`config.mk`:
```
export PLATFORM = sky130hd
export DESIGN_NAME = heartbeat_watchdog_table
export DESIGN_NICKNAME = d
export VERILOG_FILES = /design/src/rtl/hwt_pkg.sv /design/src/rtl/hwt_mod.sv /design/src/rtl/hwt_obuf.sv /design/src/rtl/heartbeat_watchdog_table.sv
export SDC_FILE = /design/constraint.sdc
export NUM_CORES = 2
export LEC_CHECK = 0
export CORE_MARGIN = 1
export CORE_UTILIZATION = 55
export DETAILED_ROUTE_END_ITERATION = 8
export DONT_BUFFER_PORTS = 1
export PLACE_DENSITY_LB_ADDON = 0.1
export SLEW_MARGIN = 20
export SYNTH_ARGS = -nofsm -noshare
export SYNTH_HDL_FRONTEND = slang
export SYNTH_SLANG_ARGS = --single-unit
export TNS_END_PERCENT = 50
```
`constraint.sdc`:
```
create_clock -name clk -period 13.14 [get_ports clk]
set_input_delay 0.657 -clock clk [delete_from_list [all_inputs] [get_ports clk]]
set_output_delay 0.657 -clock clk [all_outputs]
set_load 0.02 [all_outputs]
```
`src/rtl/hwt_pkg.sv`:
```
// Shared types and constants of the heartbeat watchdog table.
// No dependencies; the RTL files but the macro header use it by scoped names.
`default_nettype none

package hwt_pkg;

    localparam int CID_W   = 8;   // client_id on the input side
    localparam int PID_W   = 22;  // process id
    localparam int CNT_W   = 8;   // miss counter and threshold
    localparam int OCL_W   = 5;   // expired_client on the output side
    localparam int ACT_W   = 2;
    localparam int MODE_W  = 2;
    localparam int TDATA_W = 32;

    localparam int MAX_RESULTS = 32;
    localparam int RCNT_W      = $clog2(MAX_RESULTS + 1);

    // Modulo unit: one quotient bit per cycle over a dividend one bit wider
    // than the counter.
    localparam int MOD_W  = CNT_W + 1;
    localparam int MOD_SW = $clog2(MOD_W + 1);

    localparam logic REQ_TICK      = 1'b0;
    localparam logic REQ_HEARTBEAT = 1'b1;

    localparam logic [1:0] REG_THRESHOLD = 2'd0;
    localparam logic [1:0] REG_MODE      = 2'd1;
    localparam logic [1:0] REG_ENABLE    = 2'd2;

    localparam logic [MODE_W-1:0] MODE_RELOAD   = 2'd0;
    localparam logic [MODE_W-1:0] MODE_SHUTDOWN = 2'd1;
    localparam logic [MODE_W-1:0] MODE_WARNING  = 2'd2;

    localparam logic [ACT_W-1:0] ACT_RELOAD   = 2'd0;
    localparam logic [ACT_W-1:0] ACT_SHUTDOWN = 2'd1;
    localparam logic [ACT_W-1:0] ACT_WARNING  = 2'd2;
    localparam logic [ACT_W-1:0] ACT_PROMPT   = 2'd3;

    localparam logic [CNT_W-1:0] THRESHOLD_RESET = 8'd3;

    typedef struct packed {
        logic             last;
        logic [PID_W-1:0] expired_proc_id;
        logic [ACT_W-1:0] action;
        logic [OCL_W-1:0] expired_client;
    } res_t;

    typedef struct packed {
        logic             start;
        logic [MOD_W-1:0] dividend;
        logic [CNT_W-1:0] divisor;
    } mod_req_t;

    typedef struct packed {
        logic             done;
        logic [CNT_W-1:0] rem;
    } mod_rsp_t;

endpackage

`default_nettype wire

```
`src/rtl/hwt_mod.sv`:
```
// Iterative remainder unit: one restoring step per cycle.
// Depends on hwt_pkg for widths and the request and response structs.
`default_nettype none

module hwt_mod
(
    input  wire logic              clk,
    input  wire logic              rst_n,
    input  wire hwt_pkg::mod_req_t req,
    output hwt_pkg::mod_rsp_t      rsp
);

    logic                           busy_reg;
    logic                           done_reg;
    logic [hwt_pkg::MOD_SW-1:0]     step_reg;
    logic [hwt_pkg::MOD_W-1:0]      dvd_reg;
    logic [hwt_pkg::CNT_W-1:0]      dvs_reg;
    logic [hwt_pkg::CNT_W-1:0]      rem_reg;
    logic [hwt_pkg::MOD_W-1:0]      trial;
    logic [hwt_pkg::CNT_W-1:0]      rem_next;

    // The partial remainder stays below the divisor, so the shifted value fits
    // in one bit more than the counter.
    always_comb
    begin
        trial = {rem_reg, dvd_reg[hwt_pkg::MOD_W-1]};
        if (trial >= {1'b0, dvs_reg})
        begin
            rem_next = hwt_pkg::CNT_W'(trial - {1'b0, dvs_reg});
        end
        else
        begin
            rem_next = trial[hwt_pkg::CNT_W-1:0];
        end
    end

    always_ff @(posedge clk or negedge rst_n)
    begin
        if (!rst_n)
        begin
            busy_reg <= 1'b0;
            done_reg <= 1'b0;
            step_reg <= '0;
        end
        else if (req.start)
        begin
            busy_reg <= 1'b1;
            done_reg <= 1'b0;
            step_reg <= hwt_pkg::MOD_SW'(hwt_pkg::MOD_W);
        end
        else if (busy_reg)
        begin
            step_reg <= step_reg - hwt_pkg::MOD_SW'(1);
            if (step_reg == hwt_pkg::MOD_SW'(1))
            begin
                busy_reg <= 1'b0;
                done_reg <= 1'b1;
            end
        end
    end

    always_ff @(posedge clk)
    begin
        if (req.start)
        begin
            dvd_reg <= req.dividend;
            dvs_reg <= req.divisor;
            rem_reg <= '0;
        end
        else if (busy_reg)
        begin
            dvd_reg <= {dvd_reg[hwt_pkg::MOD_W-2:0], 1'b0};
            rem_reg <= rem_next;
        end
    end

    assign rsp.done = done_reg;
    assign rsp.rem  = rem_reg;

endmodule

`default_nettype wire

```
`src/rtl/hwt_obuf.sv`:
```
// Output register of the result stream; it parts the table engine from the
// downstream stall. Depends on hwt_pkg for the result struct.
`default_nettype none

module hwt_obuf
(
    input  wire logic                           clk,
    input  wire logic                           rst_n,
    input  wire logic                           push,
    input  wire hwt_pkg::res_t                  res,
    output logic                                ready,
    output logic                                m_axis_tvalid,
    input  wire logic                           m_axis_tready,
    output logic [hwt_pkg::TDATA_W-1:0]         m_axis_tdata,
    output logic                                m_axis_tlast
);

    localparam int PAY_W = hwt_pkg::OCL_W + hwt_pkg::ACT_W + hwt_pkg::PID_W;

    logic          full_reg;
    hwt_pkg::res_t data_reg;

    assign ready = !full_reg || m_axis_tready;

    always_ff @(posedge clk or negedge rst_n)
    begin
        if (!rst_n)
        begin
            full_reg <= 1'b0;
        end
        else if (push)
        begin
            full_reg <= 1'b1;
        end
        else if (m_axis_tready)
        begin
            full_reg <= 1'b0;
        end
    end

    always_ff @(posedge clk)
    begin
        if (push)
        begin
            data_reg <= res;
        end
    end

    assign m_axis_tvalid = full_reg;
    assign m_axis_tdata  = {{(hwt_pkg::TDATA_W - PAY_W){1'b0}},
                            data_reg.expired_proc_id, data_reg.action,
                            data_reg.expired_client};
    assign m_axis_tlast  = data_reg.last;

endmodule

`default_nettype wire

```
`src/rtl/heartbeat_watchdog_table.sv`:
```
// Heartbeat watchdog table, top level. Depends on hwt_pkg, hwt_mod and hwt_obuf.
//
// A heartbeat transfer (tuser 1) registers client client_id (1 to MODULES-1)
// with its process id, clears its miss counter and, on first sight, marks it
// present and running; other ids are dropped. A tick transfer (tuser 0), when
// enabled, walks every client entry in ascending order, advances the miss
// counter of each present client modulo the threshold, and sends one result
// per client whose counter wraps to zero, up to MAX_RESULTS per tick, the
// final one of the tick with tlast set. Client state lives in two synchronous
// RAMs (status and process id) with registered read data; presence bits sit
// in flip-flops and reset clears them at once, so no clearing pass follows
// reset. A heartbeat for a new client writes its status entry directly; one
// for a known client reads the entry first, then writes it back. A tick reads
// each present entry from RAM, then updates and writes it back, skips absent
// entries, and closes with a flush state. A counter whose increment reaches
// twice the threshold (only after the threshold was lowered) goes through the
// bit-serial remainder unit. The result register lets a tick go on while one
// result waits downstream; a second pending result stalls the walk.
// Configuration writes are always taken and are meant to happen while no
// tick is in progress.
`default_nettype none

module heartbeat_watchdog_table
#(
    parameter int MODULES = 32
)
(
    input  wire logic                        clk,
    input  wire logic                        rst_n,
    // Input stream.
    input  wire logic                        s_axis_tvalid,
    output logic                             s_axis_tready,
    input  wire logic [hwt_pkg::TDATA_W-1:0] s_axis_tdata,  // [7:0] client_id, [29:8] proc_id
    input  wire logic [0:0]                  s_axis_tuser,  // [0] req_type
    // Result stream.
    output logic                             m_axis_tvalid,
    input  wire logic                        m_axis_tready,
    output logic [hwt_pkg::TDATA_W-1:0]      m_axis_tdata,  // [4:0] expired_client,
                                                            // [6:5] action,
                                                            // [28:7] expired_proc_id
    output logic                             m_axis_tlast,  // last
    // Configuration write channel.
    input  wire logic                        cfg_valid,
    output logic                             cfg_ready,
    input  wire logic [1:0]                  cfg_index,
    input  wire logic [7:0]                  cfg_data
);

    localparam int IDW    = $clog2(MODULES);
    localparam int CNT_W  = hwt_pkg::CNT_W;
    localparam int PID_W  = hwt_pkg::PID_W;
    localparam int STAT_W = CNT_W + 1;      // {running, miss counter}
    localparam int RCNT_W = hwt_pkg::RCNT_W;
    localparam logic [IDW-1:0] LAST_ID = IDW'(MODULES - 1);

    typedef enum logic [2:0] {
        S_IDLE,
        S_HB_WR,
        S_TK_RD,
        S_TK_EVAL,
        S_TK_MOD,
        S_TK_FLUSH
    } state_t;

    // Control registers.
    state_t                      state_reg, state_next;
    logic [IDW-1:0]              idx_reg, idx_next;
    logic [MODULES-1:0]          present_reg, present_next;
    logic                        reload_lat_reg, reload_lat_next;
    logic                        shut_lat_reg, shut_lat_next;
    logic                        warn_lat_reg, warn_lat_next;
    logic                        hold_valid_reg, hold_valid_next;
    logic [RCNT_W-1:0]           rep_cnt_reg, rep_cnt_next;
    logic [CNT_W-1:0]            thr_reg, thr_next;
    logic [hwt_pkg::MODE_W-1:0]  mode_reg, mode_next;
    logic                        en_reg, en_next;

    // Payload registers.
    logic [IDW-1:0]              hb_idx_reg;
    hwt_pkg::res_t               hold_reg;
    logic                        hold_load;
    hwt_pkg::res_t               hold_new;

    // Memories and their ports.
    logic [STAT_W-1:0]           stat_mem [MODULES];
    logic [PID_W-1:0]            pid_mem [MODULES];
    logic                        rd_en;
    logic [IDW-1:0]              rd_addr;
    logic [STAT_W-1:0]           stat_q;
    logic [PID_W-1:0]            pid_q;
    logic                        stat_we;
    logic [IDW-1:0]              stat_wa;
    logic [STAT_W-1:0]           stat_wd;
    logic                        pid_we;

    // Input decode.
    logic                        in_fire;
    logic                        in_hb;
    logic [hwt_pkg::CID_W-1:0]   in_cid;
    logic [PID_W-1:0]            in_pid;
    logic [IDW-1:0]              in_idx;
    logic                        cid_ok;

    // Counter update.
    logic [CNT_W-1:0]            thr_eff;
    logic [CNT_W:0]              cnt_inc;
    logic [CNT_W:0]              thr_x1;
    logic [CNT_W:0]              thr_x2;
    logic                        slow;
    logic [CNT_W-1:0]            fast_cnt;
    logic [CNT_W-1:0]            cnt_new;
    logic                        eval_go;
    logic                        run_old;
    logic                        expire;
    logic                        report;
    logic                        stall;
    logic [hwt_pkg::ACT_W-1:0]   act;
    logic                        set_reload;
    logic                        set_shut;
    logic                        set_warn;

    // Submodule links.
    hwt_pkg::mod_req_t           mod_req;
    hwt_pkg::mod_rsp_t           mod_rsp;
    logic                        ob_push;
    logic                        ob_ready;
    hwt_pkg::res_t               ob_res;

    assign cfg_ready     = 1'b1;
    assign s_axis_tready = (state_reg == S_IDLE);
    assign in_fire       = s_axis_tvalid && s_axis_tready;
    assign in_hb         = (s_axis_tuser[0] == hwt_pkg::REQ_HEARTBEAT);
    assign in_cid        = s_axis_tdata[hwt_pkg::CID_W-1:0];
    assign in_pid        = s_axis_tdata[hwt_pkg::CID_W +: PID_W];
    assign in_idx        = IDW'(in_cid);
    assign cid_ok        = (in_cid != '0) && (32'(in_cid) < 32'(MODULES));

    // A threshold of zero behaves as one. Incremented counters below twice the threshold
    // wrap with one subtraction; from twice the threshold up they need the remainder unit.
    assign thr_eff  = (thr_reg == '0) ? CNT_W'(1) : thr_reg;
    assign cnt_inc  = {1'b0, stat_q[CNT_W-1:0]} + (CNT_W + 1)'(1);
    assign thr_x1   = {1'b0, thr_eff};
    assign thr_x2   = {thr_eff, 1'b0};
    assign slow     = (cnt_inc >= thr_x2);
    assign fast_cnt = (cnt_inc < thr_x1) ? cnt_inc[CNT_W-1:0] : CNT_W'(cnt_inc - thr_x1);
    assign cnt_new  = (state_reg == S_TK_MOD) ? mod_rsp.rem : fast_cnt;
    assign eval_go  = ((state_reg == S_TK_EVAL) && !slow) ||
                      ((state_reg == S_TK_MOD) && mod_rsp.done);

    assign run_old = stat_q[CNT_W];
    assign expire  = (cnt_new == '0);
    assign report  = expire && (rep_cnt_reg < RCNT_W'(hwt_pkg::MAX_RESULTS));
    // A new result needs the pending one moved to the output register first.
    assign stall   = report && hold_valid_reg && !ob_ready;

    // Reaction choice: each mode acts once, everything else is a prompt.
    always_comb
    begin
        act        = hwt_pkg::ACT_PROMPT;
        set_reload = 1'b0;
        set_shut   = 1'b0;
        set_warn   = 1'b0;
        case (mode_reg)
            hwt_pkg::MODE_RELOAD:
            begin
                if (run_old && !reload_lat_reg)
                begin
                    act        = hwt_pkg::ACT_RELOAD;
                    set_reload = 1'b1;
                end
            end
            hwt_pkg::MODE_SHUTDOWN:
            begin
                if (run_old && !shut_lat_reg)
                begin
                    act      = hwt_pkg::ACT_SHUTDOWN;
                    set_shut = 1'b1;
                end
            end
            hwt_pkg::MODE_WARNING:
            begin
                if (run_old && !warn_lat_reg)
                begin
                    act      = hwt_pkg::ACT_WARNING;
                    set_warn = 1'b1;
                end
            end
            default:
            begin
            end
        endcase
    end

    always_comb
    begin
        hold_new.expired_client  = hwt_pkg::OCL_W'(idx_reg);
        hold_new.action          = act;
        hold_new.expired_proc_id = pid_q;
        hold_new.last            = 1'b0;
    end

    always_comb
    begin
        state_next      = state_reg;
        idx_next        = idx_reg;
        present_next    = present_reg;
        reload_lat_next = reload_lat_reg;
        shut_lat_next   = shut_lat_reg;
        warn_lat_next   = warn_lat_reg;
        hold_valid_next = hold_valid_reg;
        rep_cnt_next    = rep_cnt_reg;
        thr_next        = thr_reg;
        mode_next       = mode_reg;
        en_next         = en_reg;
        hold_load       = 1'b0;
        rd_en           = 1'b0;
        rd_addr         = idx_reg;
        stat_we         = 1'b0;
        stat_wa         = idx_reg;
        stat_wd         = '0;
        pid_we          = 1'b0;
        ob_push         = 1'b0;
        ob_res          = hold_reg;
        ob_res.last     = 1'b0;
        mod_req.start    = 1'b0;
        mod_req.dividend = cnt_inc;
        mod_req.divisor  = thr_eff;

        if (cfg_valid && cfg_ready)
        begin
            case (cfg_index)
                hwt_pkg::REG_THRESHOLD: thr_next  = cfg_data;
                hwt_pkg::REG_MODE:      mode_next = cfg_data[hwt_pkg::MODE_W-1:0];
                hwt_pkg::REG_ENABLE:    en_next   = cfg_data[0];
                default:
                begin
                end
            endcase
        end

        case (state_reg)
            S_IDLE:
            begin
                if (in_fire && in_hb && cid_ok)
                begin
                    pid_we = 1'b1;
                    if (present_reg[in_idx])
                    begin
                        // Known client: keep its running mark, so read it first.
                        rd_en      = 1'b1;
                        rd_addr    = in_idx;
                        state_next = S_HB_WR;
                    end
                    else
                    begin
                        stat_we              = 1'b1;
                        stat_wa              = in_idx;
                        stat_wd              = {1'b1, {CNT_W{1'b0}}};
                        present_next[in_idx] = 1'b1;
                    end
                end
                else if (in_fire && !in_hb && en_reg)
                begin
                    idx_next     = IDW'(1);
                    rep_cnt_next = '0;
                    state_next   = S_TK_RD;
                end
            end

            S_HB_WR:
            begin
                stat_we    = 1'b1;
                stat_wa    = hb_idx_reg;
                stat_wd    = {stat_q[CNT_W], {CNT_W{1'b0}}};
                state_next = S_IDLE;
            end

            S_TK_RD:
            begin
                if (present_reg[idx_reg])
                begin
                    rd_en      = 1'b1;
                    state_next = S_TK_EVAL;
                end
                else if (idx_reg == LAST_ID)
                begin
                    state_next = S_TK_FLUSH;
                end
                else
                begin
                    idx_next = idx_reg + IDW'(1);
                end
            end

            S_TK_EVAL, S_TK_MOD:
            begin
                if ((state_reg == S_TK_EVAL) && slow)
                begin
                    mod_req.start = 1'b1;
                    state_next    = S_TK_MOD;
                end
                else if (eval_go && !stall)
                begin
                    stat_we = 1'b1;
                    stat_wd = {run_old && !expire, cnt_new};
                    if (expire)
                    begin
                        reload_lat_next = reload_lat_reg || set_reload;
                        shut_lat_next   = shut_lat_reg || set_shut;
                        warn_lat_next   = warn_lat_reg || set_warn;
                    end
                    if (report)
                    begin
                        ob_push         = hold_valid_reg;
                        hold_load       = 1'b1;
                        hold_valid_next = 1'b1;
                        rep_cnt_next    = rep_cnt_reg + RCNT_W'(1);
                    end
                    if (idx_reg == LAST_ID)
                    begin
                        state_next = S_TK_FLUSH;
                    end
                    else
                    begin
                        idx_next   = idx_reg + IDW'(1);
                        state_next = S_TK_RD;
                    end
                end
            end

            S_TK_FLUSH:
            begin
                // The result still held is the final one of the tick.
                if (!hold_valid_reg)
                begin
                    state_next = S_IDLE;
                end
                else if (ob_ready)
                begin
                    ob_push         = 1'b1;
                    ob_res.last     = 1'b1;
                    hold_valid_next = 1'b0;
                    state_next      = S_IDLE;
                end
            end

            default:
            begin
                state_next = S_IDLE;
            end
        endcase
    end

    always_ff @(posedge clk or negedge rst_n)
    begin
        if (!rst_n)
        begin
            state_reg      <= S_IDLE;
            idx_reg        <= '0;
            present_reg    <= '0;
            reload_lat_reg <= 1'b0;
            shut_lat_reg   <= 1'b0;
            warn_lat_reg   <= 1'b0;
            hold_valid_reg <= 1'b0;
            rep_cnt_reg    <= '0;
            thr_reg        <= hwt_pkg::THRESHOLD_RESET;
            mode_reg       <= hwt_pkg::MODE_RELOAD;
            en_reg         <= 1'b1;
        end
        else
        begin
            state_reg      <= state_next;
            idx_reg        <= idx_next;
            present_reg    <= present_next;
            reload_lat_reg <= reload_lat_next;
            shut_lat_reg   <= shut_lat_next;
            warn_lat_reg   <= warn_lat_next;
            hold_valid_reg <= hold_valid_next;
            rep_cnt_reg    <= rep_cnt_next;
            thr_reg        <= thr_next;
            mode_reg       <= mode_next;
            en_reg         <= en_next;
        end
    end

    always_ff @(posedge clk)
    begin
        if (in_fire)
        begin
            hb_idx_reg <= in_idx;
        end
        if (hold_load)
        begin
            hold_reg <= hold_new;
        end
    end

    // Status RAM: running mark and miss counter per client.
    always_ff @(posedge clk)
    begin
        if (stat_we)
        begin
            stat_mem[stat_wa] <= stat_wd;
        end
        if (rd_en)
        begin
            stat_q <= stat_mem[rd_addr];
        end
    end

    // Process id RAM; written only by heartbeats.
    always_ff @(posedge clk)
    begin
        if (pid_we)
        begin
            pid_mem[in_idx] <= in_pid;
        end
        if (rd_en)
        begin
            pid_q <= pid_mem[rd_addr];
        end
    end

    hwt_mod u_mod
    (
        .clk   (clk),
        .rst_n (rst_n),
        .req   (mod_req),
        .rsp   (mod_rsp)
    );

    hwt_obuf u_obuf
    (
        .clk           (clk),
        .rst_n         (rst_n),
        .push          (ob_push),
        .res           (ob_res),
        .ready         (ob_ready),
        .m_axis_tvalid (m_axis_tvalid),
        .m_axis_tready (m_axis_tready),
        .m_axis_tdata  (m_axis_tdata),
        .m_axis_tlast  (m_axis_tlast)
    );

endmodule

`default_nettype wire

```
======== Word level (Yosys, flattened, before mapping) ========
Memory sizes are Yosys's and may differ from the RTL's. A register that Yosys moved wholly into a read port is not among the register bits.
Cells that the tools add are included.
storage, ports and cells
  output and inout bits ................... 36
  word-level logic and storage cells ...... 222
  memories ................................ 2
  memory bits (writable) .................. 992
  input bits .............................. 48
  register bits after elaboration ......... 157
cells by class
  reduce and logical (&&, ||, !) cells .... 55
  $add $sub $neg .......................... 6
  $lt $le $gt $ge ......................... 8
  equal/unequal tests ..................... 22
  bitwise operators ....................... 3
  multiplexer cells ....................... 100
memory list
  memory    words  width  read ports  clocked after memory_dff  wr ports  line                            source
  pid_mem   32     22     1           1                         1         heartbeat_watchdog_table.sv:86  logic [PID_W-1:0] pid_mem [MODULES];
  stat_mem  32     9      1           1                         1         heartbeat_watchdog_table.sv:85  logic [STAT_W-1:0] stat_mem [MODULES];
operators with widths
  cell                                                                           number
  5-bit two-way mux                                                              11
  9-bit two-way mux                                                              6
  1-bit two-way mux                                                              47
  8-bit two-way mux                                                              4
  32-bit OR                                                                      1
  3-bit two-way mux                                                              10
  6-bit two-way mux                                                              5
  9-bit case mux with 3 select lines                                             1
  1-bit logical AND                                                              18
  8-bit zero test                                                                2
  8-bit subtractor                                                               2
  5-bit case mux with 3 select lines                                             1
  5-bit by 6-bit less-than comparator with 1-bit output (second input constant)  2
  3-bit case mux with 4 select lines                                             1
  6-bit case mux with 2 select lines                                             1
  6-bit AND reduction                                                            2
  1-bit binary-select mux with 5-bit select                                      2
  2-bit != test (second input constant)                                          5
  5-bit case mux with 2 select lines                                             1
  2-bit nonzero test                                                             5
  8-bit by 1-bit adder with 9-bit output (second input constant)                 1
  9-bit by 8-bit greater-or-equal comparator with 1-bit output                   1
  9-bit greater-or-equal comparator                                              1
  1-bit zero test                                                                9
  other kinds (35)                                                               55

======== Logic depth before layout (Yosys ltp) ========
  word-level depth ........................ 16
  gate-level depth with buffers ........... 16
  gate-level depth less buffers ........... 15

======== Cells and area by module ========
Synthesis repeated with hierarchy kept, for this count alone.
unflattened totals
  cell total of the unflattened synthesis .. 2,866
  area total of the unflattened synthesis .. 48,175.0 µm²
by module, submodules not included
  module                    cells an instance  times used  area an instance (µm²)
  heartbeat_watchdog_table  2,685              1           45,561.2
  hwt_mod                   144                1           1,639.1
  hwt_obuf                  37                 1           974.7

======== Worst setup path after synthesis ========
OpenSTA, ideal clock, no wires.
  kind .................................... flip-flop to flip-flop
  start ................................... reg stat_q[0] (read register of stat_mem)
  end ..................................... reg u_obuf.data_reg, in the netlist u_obuf.m_axis_tdata[0] (enable)
  buffers on the path ..................... 1
  data arrival time ....................... 4.911 ns
  data required time ...................... 12.711 ns
  slack ................................... 7.800 ns
  stages on the path, launching flop included .. 16
  clock period less this slack ............ 5.340 ns
  cell sequence ........................... edfxtp_1 -> ha_1 -> nand2_1 -> nor2_1 -> xnor2_1 -> ha_1 -> a21o_1 -> a21o_1 -> nor2_2 -> nand2_1 -> a221oi_2 -> o2111ai_1 -> nor3_1 -> or4b_1 -> clkbuf_1 -> a21oi_1
on the way
  cells in the longest elaborated chain, start to end .. 13
  elaborated cells between the ends (all ways) .. 20
  those cells by class .................... add/sub (2); order compare (2); mux (6); reduce/logical (10)
ends and longest elaborated chain
  what                                                                                       line                             source
  start, declared                                                                            heartbeat_watchdog_table.sv:89   logic [STAT_W-1:0] stat_q;
  8-bit by 1-bit adder with 9-bit output *                                                   heartbeat_watchdog_table.sv:141  assign cnt_inc = {1'b0, stat_q[CNT_W-1:0]} + (CNT_W + 1)'(1);
  8-bit subtractor or 9-bit by 8-bit less-than comparator with 1-bit output (tied branches)  heartbeat_watchdog_table.sv:145  assign fast_cnt = (cnt_inc < thr_x1) ? cnt_inc[CNT_W-1:0] : CNT_W'(cnt_inc - thr_x1);
  8-bit two-way mux                                                                          heartbeat_watchdog_table.sv:145
  8-bit two-way mux                                                                          heartbeat_watchdog_table.sv:146  assign cnt_new = (state_reg == S_TK_MOD) ? mod_rsp.rem : fast_cnt;
  8-bit zero test                                                                            heartbeat_watchdog_table.sv:151  assign expire = (cnt_new == '0);
  1-bit logical AND                                                                          heartbeat_watchdog_table.sv:152  assign report = expire && (rep_cnt_reg < RCNT_W'(hwt_pkg::MAX_RESULTS));
  1-bit logical AND (2 in series)                                                            heartbeat_watchdog_table.sv:154  assign stall = report && hold_valid_reg && !ob_ready;
  1-bit zero test                                                                            heartbeat_watchdog_table.sv:302  else if (eval_go && !stall)
  1-bit logical AND                                                                          heartbeat_watchdog_table.sv:302
  1-bit two-way mux                                                                          heartbeat_watchdog_table.sv:302
  1-bit two-way mux *                                                                        heartbeat_watchdog_table.sv:297  if ((state_reg == S_TK_EVAL) && slow)
  1-bit case mux with 2 select lines *                                                       heartbeat_watchdog_table.sv:241  case (state_reg)
  net ob_push                                                                                heartbeat_watchdog_table.sv:125  logic ob_push;
  end signal, assigned                                                                       hwt_obuf.sv:45                   data_reg <= res;
  end, declared                                                                              hwt_obuf.sv:21                   hwt_pkg::res_t data_reg;
Mark *: on every way through the listed nets, which the timed path passes. The rest lies on a longest branch.
A chain may end at the register's enable or synchronous reset.

======== Worst setup path after layout ========
  start ................................... reg state_reg[0]
  end ..................................... reg stat_q[8] (read register of stat_mem), data pin
on the way
  cells in the longest elaborated chain, start to end .. 6
  elaborated cells between the ends (all ways) .. 9
  those cells by class .................... eq/ne (1); mux (4); reduce/logical (4)
ends and longest elaborated chain
  what                                                                     line                             source
  start, declared                                                          heartbeat_watchdog_table.sv:66   state_t state_reg, state_next;
  start signal, assigned                                                   heartbeat_watchdog_table.sv:372  state_reg <= state_next;
  3-bit zero test *                                                        heartbeat_watchdog_table.sv:130  assign s_axis_tready = (state_reg == S_IDLE);
  net s_axis_tready                                                        heartbeat_watchdog_table.sv:32   output logic s_axis_tready,
  1-bit logical AND *                                                      heartbeat_watchdog_table.sv:131  assign in_fire = s_axis_tvalid && s_axis_tready;
  net in_fire                                                              heartbeat_watchdog_table.sv:97   logic in_fire;
  1-bit logical AND * (2 in series)                                        heartbeat_watchdog_table.sv:244  if (in_fire && in_hb && cid_ok)
  1-bit two-way mux or 5-bit two-way mux (tied branches)                   heartbeat_watchdog_table.sv:244
  1-bit case mux with 2 select lines or 5-bit two-way mux (tied branches)  heartbeat_watchdog_table.sv:241
Marks and branches as above.

==> summary.md <==
| Metric | Value |
|---|---|
| Top FF cell, synth | edfxtp_1 |
| Die Wd | 295 um |
| Worst Skew | 0.0440 ns |
| Status | completed |
| Maxcap violations | 0 |
| Filler cells | 6,354 |
| RePlAce Congestion | 0.858 |
| Unrepaired setup endpoints after global routing | false |
| Final period util | 0.505 |
| All-Layer GR Usage | 0.275 |
| CP max stage delay | 0.88 ns |
| Clock tree from TritonCTS | yes |
| Largest cells by area after synthesis | edfxtp_1, nand2_1, dfrtp_1, mux2i_1, nand3_1 |
| Drt total wl | 120 mm |
| Nets | 3,466 |
| Antenna diode instance count | 0 |
| Synth area leader | edfxtp_1 |
| Port Buf Inserts | 0 |
| Layout area overhead | 11.6% |
| Crit path max fanout | 191 |
| Sequential area share after synthesis | 0.742 |
| Worst-skew pair later-pin latency | 0.70 ns |
| Achievable frequency | between 150 and 200 MHz |
| Worst path slowest cell | nor3_1 |
| Max reg flops | 704 |
| Drt drc | 0 |
| # IOs | 84 |
| Pin count of the biggest net entering global routing | between 150 and 200 |
| Post_cts resized | 0 |
| CP most frequent cell | buf_12 |
| WP buf/inv | 3 |
| Antenna violations before repair | 2 |
| Die ar. | just under 90,000 um2 |
| Height of the die | 295 um |
| Iter 0 DRT Violations | 3,166 |
| Final setup vio count | 0 |
| YS warnings | 0 |
| Top cells by count, synth | edfxtp_1, nand2_1, nand3_1 |
| Yosys reg bits | roughly 1,200 |
| Total number of vias | between 20,000 and 30,000 |
| Final slew viol count | 0 |
| Most instantiated library cell after synthesis | edfxtp_1 |
| Crit path DAT | about 7 ns |
| Mapped cell area | 47,200 um2 |
| Worst path required time | between 10 and 15 ns |
| EDFF count, synth | 1,104 |
| Startpoint type of the worst setup path | flop |
| Max_slew headroom | 0.190 |
| H-tree depth | 3 |
| Post-Syn Instances | 3,387 |
| Row cnt | 107 |
| Library cells used by synthesis | 78 |
| Endpoints failing hold | 0 |
| Top delay family on crit path | simple AND/OR/NAND/NOR gates |
| Post-Syn Area per Cell | 13.9 um2 |
| First-pass GRT wire length | 175 mm |
| Starting Density | 0.555 |
| DP HPWL | 64.6 mm |
| Maximum clock path buffer count | 3 |
| Post-route ant nets | 0 |
| Routed vias/inst | 6.15 |
| Wire per inst | 25.8 um |
| Leakage power | between 15 and 20 nW |
| Total clock buffers created by CTS | 117 |
| Layout cells sized above 1 | 0.0978 |
| Fin crit period | about 6.6 ns |
| Clock Sinks | 1,180 |
| Crit path kind | reg -> reg |
| Tightest Hold Check Type | in -> reg |
| Top cell type's share of synthesized area | 0.702 |
| Worst Max-Slew Pin Slew | ~1.2 ns |
| Core ar. | between 80,000 and 90,000 um2 |
| Clock transition at the registers of the reported paths | 0.06 ns |
| Fin Setup TNS | 0 ns |
| Synth async-reset ratio | 0.0576 |
| Crit-path cells | nor3_1, and2_1, and3_1, inv_2, a21oi_4, mux2i_4, buf_12, buf_12, nand2_1, a32oi_1, a31oi_1, nor4_1 |
| Vias in the first global route | 27,500 |
| Pwr/cell area | 186 nW/um2 |
| Worst VDD drop | ~0.00022 V |
| Grt ovf | 0 |
| Drt first pass iters | 5 |
| Clock Root Buffer | clkbuf_16 |
| Crit. End Element | flop |
| Worst hold margin | 0.0488 ns |
## layout make-up
type | count | area, um2 | area share
inverter | 38 | 143 | 0.00271
tap | 1144 | 1430 | 0.0272
clock inverter | 74 | 756 | 0.0143
timing repair buffer | 60 | 601 | 0.0114
clock buffer | 147 | 3140 | 0.0597
multi-input combinational | 1989 | 11600 | 0.220
sequential | 1180 | 35000 | 0.665
## cell families after synthesis
| family | synth area share |
|---|---|
| simple gates | 0.121 |
| flops | 0.742 |
| compound gates | 0.0647 |
| buf+inv | 0.0217 |
| mux | 0.0394 |
| fa+ha+maj | 0.00880 |
| xor+xnor | 0.00241 |
| other cells | 0.000159 |
## final timing paths
path                                       start              to  slack [ns]  cells past startpoint
worst max-delay path                state_reg[0]       stat_q[8]        6.50                     12
worst min-delay path            s_axis_tdata[24]  pid_mem[7][16]        0.05                      0
worst max register to register      state_reg[0]       stat_q[8]        6.50                     12
worst min register to register    present_reg[0]  present_reg[0]        0.41                      0
max in group asynchronous                  rst_n      thr_reg[0]       12.25                      2
min in group asynchronous                  rst_n      idx_reg[0]        0.57                      2
## per-stage QoR
stage / instances / worst slack (ns) / util / total power, W / cell area, um2
2_1_floorplan: 3411 / 7.80 / - / 0.00580 / 47300
3_3_place_gp: 4405 / 6.69 / 0.571 / 0.00640 / 48700
3_5_place_dp: 4407 / 6.50 / 0.572 / 0.00646 / 48700
4_1_cts: 4630 / 6.50 / 0.618 / 0.00980 / 52600
5_1_grt: 4632 / 6.22 / 0.619 / 0.0101 / 52700
6_report: 4632 / 6.50 / 0.619 / 0.00978 / 52700
## worst reg2reg max path: cells and delay by family, from the launching register on
kind            cells  cell delay, ns
compound gates      3            1.03
simple gates        5            2.79
flops               1            0.54
buf+inv             3            1.63
mux                 1            0.33
## report_power, final
group / switching [W] / leakage (nW) / internal (W)
Clock: 0.00140 / 1.91 / 0.00197
Sequential: 0.000106 / 11.0 / 0.00429
Combinational: 0.00142 / 4.77 / 0.000594
Total: 0.00293 / 17.7 / 0.00686
## cells in the final DEF, fill, tap and decap left out, types with 26 or more instances in the layout
cell,n
nor4_1,38
nor2_1,92
inv_1,36
dfrtp_1,65
clkinv_1,29
ha_1,30
a31oi_1,127
nand3_1,269
nand2_1,810
clkbuf_16,120
conb_1,26
mux2i_1,149
a32oi_1,124
buf_4,49
edfxtp_1,1104
## routing by layer
layer,vias to the layer above,global-route usage,part of all wire
met3,176,0.0616,0.092
li1,12700,-,-
met5,-,0,0
met1,14500,0.394,0.43
met4,0,0.0793,0.021
met2,1170,0.426,0.46
## what timing repair did
action / CTS / global route
buffers inserted: 0 / 0
endpoints found under the hold margin: 68 / 0
endpoints found under the setup margin: 0 / 0
hold buffers: 2 / 0
(Power assumes the default switching activity.)
